--- src/hdl/thread_ready_suspend_table_assert.svh ---
// assertion macros for the thread table rtl
// expects signals clk and rst in the scope of each use
`ifndef THREAD_READY_SUSPEND_TABLE_ASSERT_SVH
`define THREAD_READY_SUSPEND_TABLE_ASSERT_SVH

// condition in the same cycle
`define TRST_ASSERT_NOW(label, ante, cons, msg) \
  label: assert property (@(posedge clk) disable iff (rst) (ante) |-> (cons)) \
    else $error(msg);

// condition in the following cycle
`define TRST_ASSERT_NEXT(label, ante, cons, msg) \
  label: assert property (@(posedge clk) disable iff (rst) (ante) |=> (cons)) \
    else $error(msg);

`endif

--- src/hdl/trst_pkg.sv ---
// shared types and constants of the thread ready/suspend table
// no dependencies
package trst_pkg;

  // sizes
  localparam int unsigned MAX_THREADS_DEFAULT = 16;
  localparam int unsigned CNT_W   = 5;
  localparam int unsigned ID_W    = 8;
  localparam int unsigned PRIO_W  = 8;
  localparam int unsigned PADDR_W = 3;
  localparam int unsigned PDATA_W = 32;

  // highest id ever handed out
  localparam logic [ID_W-1:0] LAST_ID = 8'hFF;

  // configuration register indexes
  localparam logic [PADDR_W-3:0] REG_SLOTS_IN_USE = 1'b0;

  // result status codes
  localparam logic STATUS_OK      = 1'b0;
  localparam logic STATUS_REFUSED = 1'b1;

  // operation codes
  typedef enum logic [1:0] {
    OP_CREATE    = 2'd0,
    OP_SUSPEND   = 2'd1,
    OP_UNSUSPEND = 2'd2
  } op_t;

  // command transaction
  typedef struct packed {
    logic [1:0]        operation;
    logic [ID_W-1:0]   thread_id;
    logic [PRIO_W-1:0] priority_req;
    logic [ID_W-1:0]   current_id;
  } cmd_t;

  // result transaction
  typedef struct packed {
    logic             status;
    logic [ID_W-1:0]  new_id;
    logic [CNT_W-1:0] ready_count;
    logic [CNT_W-1:0] suspended_count;
  } result_t;

  // one table entry
  typedef struct packed {
    logic [ID_W-1:0]   id;
    logic [PRIO_W-1:0] prio;
    logic              susp;
  } entry_t;

  localparam int unsigned ENTRY_W = $bits(entry_t);

endpackage

--- src/hdl/thread_ready_suspend_table.sv ---
// Thread table: ordered ready region from slot 0 up, suspended region from the top down.
// Create: latched in idle, checked and written in check, result registered in report.
// Suspend/unsuspend: the table ram is walked once to search and once to shift, one entry
// per cycle, then the entry is placed. One command at a time.
// Results cannot be stalled. Reset: slots_in_use min(MAX_THREADS, 16), both regions empty, no ram clear.
// depends on trst_pkg, trst_ram and thread_ready_suspend_table_assert.svh
`include "thread_ready_suspend_table_assert.svh"

module thread_ready_suspend_table #(
  parameter int unsigned MAX_THREADS = trst_pkg::MAX_THREADS_DEFAULT
) (
  input  logic                          clk,
  input  logic                          rst,
  input  logic                          start,
  output logic                          busy,
  input  trst_pkg::cmd_t                cmd,
  output logic                          done,
  output trst_pkg::result_t             result,
  input  logic                          psel,
  input  logic                          penable,
  input  logic                          pwrite,
  input  logic [trst_pkg::PADDR_W-1:0]  paddr,
  input  logic [trst_pkg::PDATA_W-1:0]  pwdata,
  output logic [trst_pkg::PDATA_W-1:0]  prdata,
  output logic                          pready
);

  localparam int unsigned ADDR_W = (MAX_THREADS > 1) ? $clog2(MAX_THREADS) : 1;
  localparam int unsigned CW = trst_pkg::CNT_W;
  localparam logic [CW-1:0] RESET_SLOTS = CW'((MAX_THREADS < 16) ? MAX_THREADS : 16);
  localparam logic [7:0] MAX_SLOTS = 8'(MAX_THREADS);

  typedef logic [ADDR_W-1:0] addr_t;

  typedef enum logic [2:0] {
    ST_IDLE, ST_CHECK, ST_SEARCH, ST_SHIFT, ST_PLACE, ST_REPORT
  } state_t;

  state_t                           state;
  logic [CW-1:0]                    slots;
  logic [CW-1:0]                    ready_top;
  logic [CW-1:0]                    susp_base;
  logic [trst_pkg::ID_W-1:0]        last_id;
  logic [1:0]                       op_q;
  logic [trst_pkg::ID_W-1:0]        who_q;
  logic [trst_pkg::PRIO_W-1:0]      prio_q;
  logic [trst_pkg::ID_W-1:0]        cur_q;
  logic [CW-1:0]                    scan;
  logic [CW-1:0]                    search_end;
  logic                             rd_pend;
  logic [CW-1:0]                    rd_idx;
  trst_pkg::entry_t                 moved;
  logic                             ok_q;
  logic [trst_pkg::ID_W-1:0]        given_q;

  logic [trst_pkg::ENTRY_W-1:0]     ram_rdata;
  logic [trst_pkg::ENTRY_W-1:0]     ram_wdata;
  trst_pkg::entry_t                 rd_entry;
  trst_pkg::entry_t                 wr_entry;
  logic                             wr_en;
  logic [CW-1:0]                    wr_slot;
  logic [CW-1:0]                    rd_slot;
  logic [CW:0]                      scan_plus;
  logic                             search_issue;
  logic                             shift_issue;
  logic                             hit;
  logic                             create_ok;
  logic                             susp_ok;
  logic                             unsusp_ok;
  logic                             cfg_wr;
  logic                             cfg_sel;
  logic [CW-1:0]                    cfg_val;
  logic                             cfg_fits;

  // configuration port
  assign pready   = 1'b1;
  assign cfg_sel  = (paddr[trst_pkg::PADDR_W-1:2] == trst_pkg::REG_SLOTS_IN_USE);
  assign cfg_wr   = psel && penable && pwrite && pready;
  assign cfg_val  = pwdata[CW-1:0];
  assign cfg_fits = ({3'b000, cfg_val} <= MAX_SLOTS);
  assign prdata   = cfg_sel ? trst_pkg::PDATA_W'(slots) : '0;

  assign busy = (state != ST_IDLE);

  // admission checks on the latched command
  assign create_ok = (slots != '0) && (ready_top < slots) && (ready_top < susp_base) &&
                     (last_id != trst_pkg::LAST_ID);
  assign susp_ok   = (slots != '0) && (cur_q != '0) && (ready_top != '0) &&
                     (susp_base != '0);
  assign unsusp_ok = (slots != '0) && (cur_q != '0) && (susp_base < slots) &&
                     (ready_top < slots);

  // walk control: search scans upward, shift moves toward the hole
  assign rd_entry     = trst_pkg::entry_t'(ram_rdata);
  assign hit          = rd_pend && (rd_entry.id == who_q);
  assign scan_plus    = {1'b0, scan} + (CW+1)'(1);
  assign search_issue = (scan < search_end);
  assign shift_issue  = (op_q == trst_pkg::OP_SUSPEND) ? (scan_plus < {1'b0, ready_top})
                                                       : (scan > susp_base);

  // read address
  always_comb begin
    rd_slot = scan;
    if (state == ST_SHIFT) begin
      rd_slot = (op_q == trst_pkg::OP_SUSPEND) ? scan_plus[CW-1:0] : scan - CW'(1);
    end
  end

  // write port select
  always_comb begin
    wr_en    = 1'b0;
    wr_slot  = rd_idx;
    wr_entry = rd_entry;
    unique case (state)
      ST_CHECK: begin
        if ((op_q == trst_pkg::OP_CREATE) && create_ok) begin
          wr_en    = 1'b1;
          wr_slot  = ready_top;
          wr_entry = '{id: last_id + 8'd1, prio: prio_q, susp: 1'b0};
        end
      end
      ST_SHIFT: begin
        wr_en = rd_pend;
      end
      ST_PLACE: begin
        wr_en = 1'b1;
        if (op_q == trst_pkg::OP_SUSPEND) begin
          wr_slot  = susp_base - CW'(1);
          wr_entry = '{id: moved.id, prio: moved.prio, susp: 1'b1};
        end else begin
          wr_slot  = ready_top;
          wr_entry = '{id: moved.id, prio: moved.prio, susp: 1'b0};
        end
      end
      default: begin
      end
    endcase
  end

  assign ram_wdata = wr_entry;

  // entry storage
  trst_ram #(
    .WIDTH (trst_pkg::ENTRY_W),
    .DEPTH (MAX_THREADS)
  ) u_table (
    .clk   (clk),
    .we    (wr_en),
    .waddr (addr_t'(wr_slot)),
    .wdata (ram_wdata),
    .raddr (addr_t'(rd_slot)),
    .rdata (ram_rdata)
  );

  // sequencer, region counters and result register
  always_ff @(posedge clk) begin
    if (rst) begin
      state     <= ST_IDLE;
      slots     <= RESET_SLOTS;
      ready_top <= '0;
      susp_base <= RESET_SLOTS;
      last_id   <= '0;
      rd_pend   <= 1'b0;
      done      <= 1'b0;
    end else begin
      done <= 1'b0;
      unique case (state)
        ST_IDLE: begin
          if (start) begin
            op_q   <= cmd.operation;
            who_q  <= (cmd.thread_id == '0) ? cmd.current_id : cmd.thread_id;
            prio_q <= cmd.priority_req;
            cur_q  <= cmd.current_id;
            state  <= ST_CHECK;
          end
        end
        ST_CHECK: begin
          ok_q    <= 1'b0;
          given_q <= '0;
          rd_pend <= 1'b0;
          state   <= ST_REPORT;
          unique case (op_q)
            trst_pkg::OP_CREATE: begin
              if (create_ok) begin
                ok_q      <= 1'b1;
                given_q   <= last_id + 8'd1;
                last_id   <= last_id + 8'd1;
                ready_top <= ready_top + CW'(1);
              end
            end
            trst_pkg::OP_SUSPEND: begin
              if (susp_ok) begin
                scan       <= '0;
                search_end <= ready_top;
                state      <= ST_SEARCH;
              end
            end
            trst_pkg::OP_UNSUSPEND: begin
              if (unsusp_ok) begin
                scan       <= susp_base;
                search_end <= slots;
                state      <= ST_SEARCH;
              end
            end
            default: begin
            end
          endcase
        end
        ST_SEARCH: begin
          if (hit) begin
            moved   <= rd_entry;
            scan    <= rd_idx;
            rd_pend <= 1'b0;
            state   <= ST_SHIFT;
          end else if (!rd_pend && !search_issue) begin
            state <= ST_REPORT;
          end else begin
            rd_pend <= search_issue;
            rd_idx  <= scan;
            if (search_issue) begin
              scan <= scan + CW'(1);
            end
          end
        end
        ST_SHIFT: begin
          rd_pend <= shift_issue;
          rd_idx  <= scan;
          if (shift_issue) begin
            scan <= (op_q == trst_pkg::OP_SUSPEND) ? scan + CW'(1) : scan - CW'(1);
          end
          if (!rd_pend && !shift_issue) begin
            state <= ST_PLACE;
          end
        end
        ST_PLACE: begin
          ok_q <= 1'b1;
          if (op_q == trst_pkg::OP_SUSPEND) begin
            ready_top <= ready_top - CW'(1);
            susp_base <= susp_base - CW'(1);
          end else begin
            ready_top <= ready_top + CW'(1);
            susp_base <= susp_base + CW'(1);
          end
          state <= ST_REPORT;
        end
        ST_REPORT: begin
          done                   <= 1'b1;
          result.status          <= ok_q ? trst_pkg::STATUS_OK : trst_pkg::STATUS_REFUSED;
          result.new_id          <= given_q;
          result.ready_count     <= ready_top;
          result.suspended_count <= slots - susp_base;
          state                  <= ST_IDLE;
        end
        default: begin
          state <= ST_IDLE;
        end
      endcase
      // capacity write empties the table
      if (cfg_wr && cfg_sel && cfg_fits) begin
        slots     <= cfg_val;
        ready_top <= '0;
        susp_base <= cfg_val;
      end
    end
  end

  // checks
  `TRST_ASSERT_NOW(a_regions_fit, 1'b1, (ready_top <= susp_base) && (susp_base <= slots),
    "ready and suspended regions overlap or exceed capacity")
  `TRST_ASSERT_NOW(a_write_in_table, wr_en, wr_slot < slots,
    "table write outside the slots in use")
  `TRST_ASSERT_NEXT(a_single_strobe, done, !done,
    "result strobe held for more than one cycle")
  `TRST_ASSERT_NOW(a_new_id_latest, done && (result.new_id != '0), result.new_id == last_id,
    "reported id differs from the last id handed out")
  `TRST_ASSERT_NEXT(a_busy_after_start, start && !busy, busy && !done,
    "command accepted without the sequencer starting")

endmodule

--- src/hdl/trst_ram.sv ---
// generic single write port, single read port ram with registered read
// no dependencies
module trst_ram #(
  parameter int unsigned WIDTH = 8,
  parameter int unsigned DEPTH = 16,
  localparam int unsigned AW = (DEPTH > 1) ? $clog2(DEPTH) : 1
) (
  input  logic             clk,
  input  logic             we,
  input  logic [AW-1:0]    waddr,
  input  logic [WIDTH-1:0] wdata,
  input  logic [AW-1:0]    raddr,
  output logic [WIDTH-1:0] rdata
);

  logic [WIDTH-1:0] mem [DEPTH];

  // write and registered read
  always_ff @(posedge clk) begin
    if (we) begin
      mem[waddr] <= wdata;
    end
    rdata <= mem[raddr];
  end

endmodule

--- config.mk ---
export PLATFORM = sky130hd
export DESIGN_NAME = thread_ready_suspend_table
export DESIGN_NICKNAME = d
export VERILOG_FILES = /design/src/hdl/trst_pkg.sv /design/src/hdl/thread_ready_suspend_table.sv /design/src/hdl/trst_ram.sv
export VERILOG_INCLUDE_DIRS = /design/src /design/src/hdl
export SDC_FILE = /design/constraint.sdc
export NUM_CORES = 1
export LEC_CHECK = 0
export BUFFER_PORTS_ARGS = -buffer_cell sky130_fd_sc_hd__buf_4
export CAP_MARGIN = 0
export CELL_PAD_IN_SITES_DETAIL_PLACEMENT = 1
export CELL_PAD_IN_SITES_GLOBAL_PLACEMENT = 1
export CORE_AREA = 2 2 148 150
export CTS_BUF_LIST = sky130_fd_sc_hd__clkbuf_8 sky130_fd_sc_hd__clkbuf_16
export CTS_CLUSTER_DIAMETER = 120
export CTS_CLUSTER_SIZE = 12
export DETAILED_ROUTE_END_ITERATION = 8
export DIE_AREA = 0 0 150 152
export PLACE_DENSITY_LB_ADDON = 0.15
export SLEW_MARGIN = 5
export SYNTH_ARGS = -nofsm -noshare
export SYNTH_HDL_FRONTEND = slang
export SYNTH_SLANG_ARGS = --single-unit
--- constraint.sdc ---
create_clock -name clk -period 5.6 [get_ports clk]
set_input_delay 0.56 -clock clk [delete_from_list [all_inputs] [get_ports clk]]
set_output_delay 0.56 -clock clk [all_outputs]
set_load 0.01 [all_outputs]
==> metrics, run 1 <==
first-pass GRT wire length=41.96 mm; final net count=963; Setup crit start kind=flip-flop; PnR Total Power=between 5 and 6 mW; post_cts resized=0; largest net degree at the start of global routing=33; buffer levels on the longest clock path=3; Max Fclk=roughly 0.24 GHz; Die W=150 um; top cells by area, synth=edfxtp_1 (55%), dfxtp_1 (6.7%), mux4_2 (6.7%); Reg power frac=0.469; clock slew at reported path FFs=70 ps; number of flops mapped to enable cells by yosys=roughly 200; Vias/cell=5.951; worst path required time=around 5800 ps; cts hold-fix bufs=0; Main synth FF type=edfxtp_1; CP arrival=4370 ps; initial core utilization=0.5069; count of cell types in the netlist=68; Comb pwr share=0.256; Pre-antenna DRT Iters=5; Max Cap Viol=0; CTS H-tree depth=1; cell count of the worst reg-to-reg path=7; status=completed; Placer Congestion=0.9476; DRC violations left=0; endpoints failing setup=0; Hold Path Class=input port to flip-flop; vias in the first global route=7,200; Tcrit/Tclk final=0.7542; leak pwr=4.459 nW; Design Area, Final=12,180 sq um; top cells by count, synth=edfxtp_1 (197), nor2_1 (57), nand2_1 (48); die height=152 um; post-synth top area share=0.5467; antenna-violating nets left=0; Layout Utilization=0.5706; Clock Tree Root=clkbuf_16; hold depth=1; CP Max Fanout=12; Avg Inst Size Synth=13.68 sq um; Internal Power=3.448 mW; FP Rows=54; Core ar.=21,350 sq um; RSZ-0062 raised after global routing=no; Hold Vio Cnt, Final=0; die area=22,800 sq um; clock power share=0.275; VDD IR max=0.2613 mV; ys async rst share=0; Ys Warns=0; Post-DP HPWL=18.91 mm; global route overflow=0; io pins=121; Routed WL=approximately 27 mm; critical path capture point type=flip-flop; via count=6,868; post-DR wirelength/cell=about 23 um; # port buffers=55; placed cell area=11,510 sq um; Switch Pwr=between 1.5 and 2 mW; crit path kind=flip-flop to flip-flop; clock period minus worst slack=around 4200 ps; Mapped Area=between 10,000 and 15,000 sq um; ratio of cells with drive above 1 in the final layout=0.1751; clock sinks=approximately 230; initial DRC count=495; setup TNS=0 ps; Power Density=418.2 nW/um^2; dominant cell by count in the synthesized netlist=edfxtp_1; register area share after synthesis=0.6133; Area Overhead vs Synth=12.58%; initial antenna violation count=0; Synth Instances=slightly below 800; Cells after DPL=between 1,000 and 1,500; Worst Tran Pin Value=1091 ps; TritonCTS clock tree=done; n_diodes=0; Sw Ratio=0.3233; GRT Util Overall=0.2416; Synth area leader=edfxtp_1; Clock Skews=about 15 ps; Slew Viols, Final=0; Max transition margin=0.2672; Cell Count, Final, Fillers Out=about 1,200; Post-CTS Setup Bufs=0; register bit total from synthesis=around 230; clock buffer count from CTS=23; worst-skew pair later-pin latency=about 530 ps
==> power groups by stage <==
stage	Combinational (mW)	Clock, mW	Sequential [mW]
global route	1.43	1.48	2.41
detailed placement	1.29	0	2.43
finish	1.30	1.40	2.39
floorplan	0.894	0	2.35
CTS	1.30	1.43	2.39
global placement	1.21	0	2.41
==> cells by family after synthesis <==
family,after synthesis,synth area share
AOI/OAI and AO/OA,142,0.09377
xor gates and xnor gates,41,0.03318
adders and majority gates,38,0.04463
buffers and inverters,89,0.04232
DFF,233,0.6132
muxes,43,0.07700
other,2,0.0006940
and+or+nand+nor,203,0.09516
==> per-stage QoR <==
stage          worst slack, ps  hold WS [ps]
6_report                  1377         201.7
5_1_grt                   1041         185.4
4_1_cts                   1381         188.8
3_5_place_dp              1387         407.9
3_3_place_gp              1580         400.5
2_1_floorplan             2239         400.3
==> worst max-delay path, cell delays in order, from the launching register on <==
cell and delay [ps]:
dfxtp_1 640, ha_1 350, a21oi_1 160, o21ai_0 230, a311oi_4 630, nand2_1 400
a21o_1 420, nor4b_2 1000
==> final timing paths <==
| check | slack [ps] | startpoint | end |
|---|---|---|---|
| worst max-delay path | 1380 | ready_top[2] | u_table.mem[14][9] |
| worst min-delay path | 200 | cmd[24] | op_q[0] |
| worst max register to register | 1380 | ready_top[2] | u_table.mem[14][9] |
| worst min register to register | 420 | given_q[3] | result[13] |
==> state kept, by name, summed over array words and instances (netlist names) <==
| register | cells |
|---|---|
| u_table.mem | 128 |
| given_q | 8 |
| slots | 5 |
| scan | 5 |
| state | 3 |
| moved | 8 |
| cur_q | 8 |
| last_id | 8 |
| u_table.rdata | 8 |
| rd_pend | 1 |
| ready_top | 5 |
| result | 19 |
| who_q | 8 |
| ok_q | 1 |
| search_end | 5 |
| susp_base | 5 |
| op_q | 2 |
| done | 1 |
| rd_idx | 5 |
==> layout make-up <==
cell class	instances	area (sq um)
Multi-Input combinational cell	495	3867
Tap cell	280	350.3
Sequential cell	233	6636
Inverter	33	123.9
Clock inverter	18	88.84
Clock buffer	23	575.6
Fill cell	2145	9168
Timing Repair Buffer	72	540.5
==> layer usage <==
layer | up-vias | routed length, um | GRT usage | part of all wire
li1 | 3097 | - | - | -
met4 | 0 | 554 | 0.06199 | 0.021
met2 | 228 | 12670 | 0.3838 | 0.47
met5 | - | 0 | 0 | 0
met3 | 47 | 1788 | 0.05345 | 0.067
met1 | 3496 | 11870 | 0.3399 | 0.44
==> placed cells by master, fill, tap and decap left out, drive strengths merged, types with 3 or more instances in the layout <==
master / instances
a211oi: 8
nor3: 26
and3: 3
conb: 28
inv: 51
xnor2: 20
mux4: 32
a31oi: 6
nor4b: 5
nor4: 10
or3: 4
mux2i: 9
clkbuf: 23
o22ai: 3
o211ai: 3
a311oi: 3
o31ai: 3
o21ai: 25
a21o: 12
nand3: 14
a21oi: 28
nand4: 5
xor2: 21
dfxtp: 36
nand2b: 8
a221o: 6
nor2: 57
o2bb2ai: 3
nand2: 48
nor2b: 6
a22oi: 19
nand3b: 3
or2: 4
edfxtp: 197
ha: 37
buf: 72
No activity file was read; power rests on OpenSTA's default activity.
==> run 2: changes to the inputs <==
CORE_AREA = 2 2 160 162   (was 2 2 148 150)
DIE_AREA = 0 0 162 164   (was 0 0 150 152)
clock period = 3.8 ns   (was 5.6 ns; I/O delays follow)
==> metrics, run 2 (synthesized netlist as in run 1, its figures left out) <==
status=completed; VDD IR max=roughly 0.4 mV; initial DRC count=468; CP Max Fanout=8; r2r setup slk=around 340 ps; PnR Total Power=7.643 mW; worst path bufs/invs=3; Pre-antenna DRT Iters=5; Area Overhead vs Synth=16.33%; critical path capture point type=flip-flop; clock period minus worst slack=3456 ps; Clock Skews=~15 ps; Vias/cell=about 5.5; Max transition margin=0.3400; RR Endpoint=u_table.mem[8][15]; Die W=162 um; clock slew at reported path FFs=about 60 ps; FP Rows=58; largest net degree at the start of global routing=33; n_diodes=0; delay-heaviest family, CP=simple AND/OR/NAND/NOR gates; met1 usage=0.2995; Worst Hold Launch=cmd[7]; initial core utilization=0.4360; via count=6,890; final net count=1,006; Placer Congestion=around 0.85; met2 Resource Use GR=0.3441; Post-CTS Setup Bufs=0; setup TNS=0 ps; antenna-violating nets left=0; Post-DP HPWL=between 15 and 20 mm; max FFs per register=128; Cells after DPL=approximately 1,200; Reg with most FFs=u_table.mem; clock sinks=about 230; Power Density=607.2 nW/um^2; RSZ-0062 raised after global routing=no; Setup crit start kind=flip-flop; # port buffers=55; Core ar.=24,820 sq um; worst-path cell chain=inv_1 -> ha_1 -> a21oi_1 -> o21ai_0 -> buf_4 -> a311oi_4 -> buf_4 -> nand2_1 -> a21o_1 -> nor4b_2; leak pwr=4.685 nW; Hold Path Class=input port to flip-flop; die height=164 um; slowest stage cell, crit path=nor4b_2; cell count of the worst reg-to-reg path=10; biggest regs=u_table.mem (128), result (19); met3 usage=0.02222; Max Cap Viol=0; crit-path most repeated cell=buf_4; WHS Endpoint=cur_q[7]; post-DR wirelength/cell=21.73 um; fill count=2,532; Hold Vio Cnt, Final=0; vias in the first global route=about 7,400; TritonCTS clock tree=done; most frequent cells in the layout=edfxtp_1 (197), buf_4 (114), nor2_1 (57), inv_1 (50), nand2_1 (48); GRT Util Overall=0.2086; slowest stage delay, CP=roughly 890 ps; Cell Count, Final, Fillers Out=~1,200; most common cell after layout, fill and taps aside=edfxtp_1; launch point of the worst reg-to-reg path=slots[2]; buffer levels on the longest clock path=3; ratio of cells with drive above 1 in the final layout=0.2157; initial antenna violation count=0; Slew Viols, Final=0; CP arrival=3600 ps; die area=between 20,000 and 30,000 sq um; Clock Tree Root=clkbuf_16; worst path required time=just under 4000 ps; Multi-input gate area=just under 4000 sq um; worst-skew pair later-pin latency=between 500 and 600 ps; Routed WL=between 20 and 30 mm; most used routing layer=met2; endpoints failing setup=0; DRC violations left=0; crit path kind=flip-flop to flip-flop; CTS H-tree depth=1; hold depth=1; first-pass GRT wire length=42.42 mm; Worst Tran Pin Value=987.4 ps; Sequential cell area=between 6000 and 7000 sq um; io pins=~120; Max Fclk=0.2894 GHz; Tcrit/Tclk final=0.9094; clock buffer count from CTS=23; global route overflow=0
## run 2: final cells by class
cell class                      instances  share of cell area
Clock buffer                           23             0.04572
Clock inverter                         19            0.007355
Inverter                               33            0.009840
Multi-Input combinational cell        495              0.3075
Sequential cell                       233              0.5272
Tap cell                              330             0.03280
Timing Repair Buffer                  115             0.06958
## run 2: worst max-delay path by stage
stage | end | slack, ps | startpoint | cells past startpoint
floorplan | u_table.mem[0][10] | 440 | susp_base[2] | 8
global placement | u_table.mem[1][14] | 260 | ready_top[4] | 6
detailed placement | u_table.mem[1][9] | 120 | ready_top[4] | 6
CTS | u_table.mem[1][15] | 50 | ready_top[4] | 6
global route | u_table.mem[8][9] | 100 | last_id[0] | 7
finish | u_table.mem[8][15] | 340 | slots[2] | 10
## run 2: metrics by stage
stage	worst slack (ps)	instance area, sq um	hold WS [ps]	utilization
2_1_floorplan	438.5	10920	400.3	-
3_3_place_gp	257.9	11910	401.3	0.4797
3_5_place_dp	117.2	11910	406.2	0.4797
4_1_cts	45.59	12570	22.43	0.5066
5_1_grt	104.6	12590	27.44	0.5072
6_report	344.2	12590	37.32	0.5072
## run 2: metal layers
layer / vias to the layer above / part of all wire
li1: 3189 / -
met1: 3464 / 0.46
met2: 198 / 0.47
met3: 39 / 0.048
met4: 0 / 0.019
met5: - / 0
## run 2: worst reg2reg max path: stages (launching register included)
cell and delay, ps:
dfxtp_1 340, inv_1 70, ha_1 300, a21oi_1 120, o21ai_0 140, buf_4 180
a311oi_4 460, buf_4 230, nand2_1 100, a21o_1 250, nor4b_2 890
## run 2: what timing repair did
item                                   in CTS  in global routing
setup endpoints to repair                   0                  8
endpoints found under the hold margin       0                  0
hold buffers                                0                  0
gates resized for setup                     0                  1
## run 2: report_power, final
| group | switching, mW | internal (mW) | total (mW) |
|---|---|---|---|
| Sequential | 0.159 | 3.30 | 3.46 |
| Clock | 0.949 | 1.10 | 2.05 |
| Combinational | 1.33 | 0.799 | 2.13 |
| Total | 2.44 | 5.21 | 7.64 |
==> run 3: changes to the inputs <==
CAP_MARGIN = 20   (was 0)
CELL_PAD_IN_SITES_DETAIL_PLACEMENT = not set   (was 1)
CELL_PAD_IN_SITES_GLOBAL_PLACEMENT = not set   (was 1)
CORE_AREA = 2 2 146 148   (was 2 2 160 162)
DIE_AREA = 0 0 148 150   (was 0 0 162 164)
==> metrics, run 3 (synthesized netlist as in run 1, its figures left out) <==
CP arrival=between 3000 and 4000 ps; ratio of cells with drive above 1 in the final layout=0.2081; Post-CTS Setup Bufs=0; GRT Util Overall=0.2239; max FFs per register=128; # port buffers=55; FP Rows=53; critical path capture point type=flip-flop; slowest stage delay, CP=910 ps; initial DRC count=460; Area Overhead vs Synth=15.18%; worst-skew pair later-pin latency=between 500 and 600 ps; Max Fclk=0.2896 GHz; global route overflow=0; Multi-input gate area=3856 sq um; most common cell after layout, fill and taps aside=edfxtp_1; Vias/cell=5.765; Hold Path Class=input port to flip-flop; crit path kind=flip-flop to flip-flop; Clock Tree Root=clkbuf_16; Hold Vio Cnt, Final=0; clock sinks=233; clock period minus worst slack=3453 ps; Max Cap Viol=0; Setup crit start kind=flip-flop; cts hold-fix bufs=0; RSZ-0062 raised after global routing=no; DRC violations left=0; first-pass GRT wire length=38.17 mm; io pins=about 120; initial core utilization=0.5230; post_cts resized=0; fill count=1,622; Power Density=604.8 nW/um^2; Post-DP HPWL=17.33 mm; leak pwr=4.655 nW; initial antenna violation count=0; VDD IR max=0.3903 mV; Clock Skews=12.41 ps; antenna-violating nets left=0; Die W=148 um; Worst Tran Pin Value=slightly above 1000 ps; setup TNS=0 ps; n_diodes=0; die height=about 150 um; endpoints failing setup=0; buffer levels on the longest clock path=3; worst path required time=about 3900 ps; post-DR wirelength/cell=20.64 um; slowest stage cell, crit path=nor4b_2; hold_ws=approximately 41 ps; die area=22,200 sq um; status=completed; clock slew at reported path FFs=60 ps; vias in the first global route=a little under 7,000; Routed WL=24.52 mm; CP Max Fanout=8; via count=6,849; Core ar.=approximately 21,000 sq um; Placer Congestion=approximately 0.93; TritonCTS clock tree=done; final net count=1,001; Max transition margin=0.3105; Reg with most FFs=u_table.mem; CTS H-tree depth=1; Pre-antenna DRT Iters=5; most frequent cells in the layout=edfxtp_1 (197), buf_4 (108), nor2_1 (57), inv_1 (50), nand2_1 (48); largest net degree at the start of global routing=33; biggest regs=u_table.mem (128), result (19); Tcrit/Tclk final=0.9087; clock buffer count from CTS=23; Slew Viols, Final=0; Sequential cell area=6636 sq um; worst-path cell chain=ha_1 -> a221o_1 -> a211o_1 -> o22ai_1 -> o22ai_2 -> nor4b_2
run 3: changes by cell type in the layout (fill, tap and decap cells not counted), sizes merged:
| cell | before | now |
|---|---|---|
| buf | 115 | 109 |
| clkbuf | 23 | 24 |
run 3: final cells by class:
class | count | area share
Tap cell | 275 | 0.02760
Timing Repair Buffer | 110 | 0.06705
Clock inverter | 19 | 0.007428
Sequential cell | 233 | 0.5324
Clock buffer | 23 | 0.04618
Inverter | 33 | 0.009938
Multi-Input combinational cell | 495 | 0.3094
run 3: worst paths after layout:
check,start,end,slack [ps],cells past startpoint
max,ready_top[4],u_table.mem[12][11],350,6
min,cmd[25],op_q[1],40,1
max reg2reg,ready_top[4],u_table.mem[12][11],350,6
min reg2reg,given_q[6],result[16],420,0
run 3: where the power goes:
group          switching [mW]  total, mW  internal (mW)  leakage, nW
clock network           0.939       2.04           1.10        0.388
registers               0.158       3.46           3.31         2.09
logic                    1.27       2.03          0.765         2.17
total                    2.37       7.54           5.17         4.66
run 3: through the flow:
| step | instances | power (mW) | instance area, sq um | worst slack (ps) | util |
|---|---|---|---|---|---|
| after floorplan | 817 | 4.774 | 10920 | 438.5 | - |
| after global placement | 1143 | 5.455 | 11780 | 256.6 | 0.5692 |
| after detailed placement | 1145 | 5.534 | 11790 | 259.4 | 0.5699 |
| after CTS | 1187 | 7.573 | 12460 | 247.7 | 0.6022 |
| after global routing | 1188 | 7.867 | 12460 | 98.87 | 0.6024 |
| final | 1188 | 7.539 | 12460 | 346.8 | 0.6024 |
run 3: critical path: cells and delay by family (launching register included):
kind | cells | cell delay [ps]
DFF | 1 | 490
and+or+nand+nor | 1 | 910
AOI/OAI and AO/OA | 4 | 1370
adders and majority gates | 1 | 300
run 3: layer usage:
layer / vias up / GRT usage / share of wire
met5: - / 0 / 0
met4: 0 / 0.05286 / 0.018
met3: 33 / 0.03780 / 0.065
met2: 249 / 0.3648 / 0.47
li1: 3185 / - / -
met1: 3382 / 0.3181 / 0.45
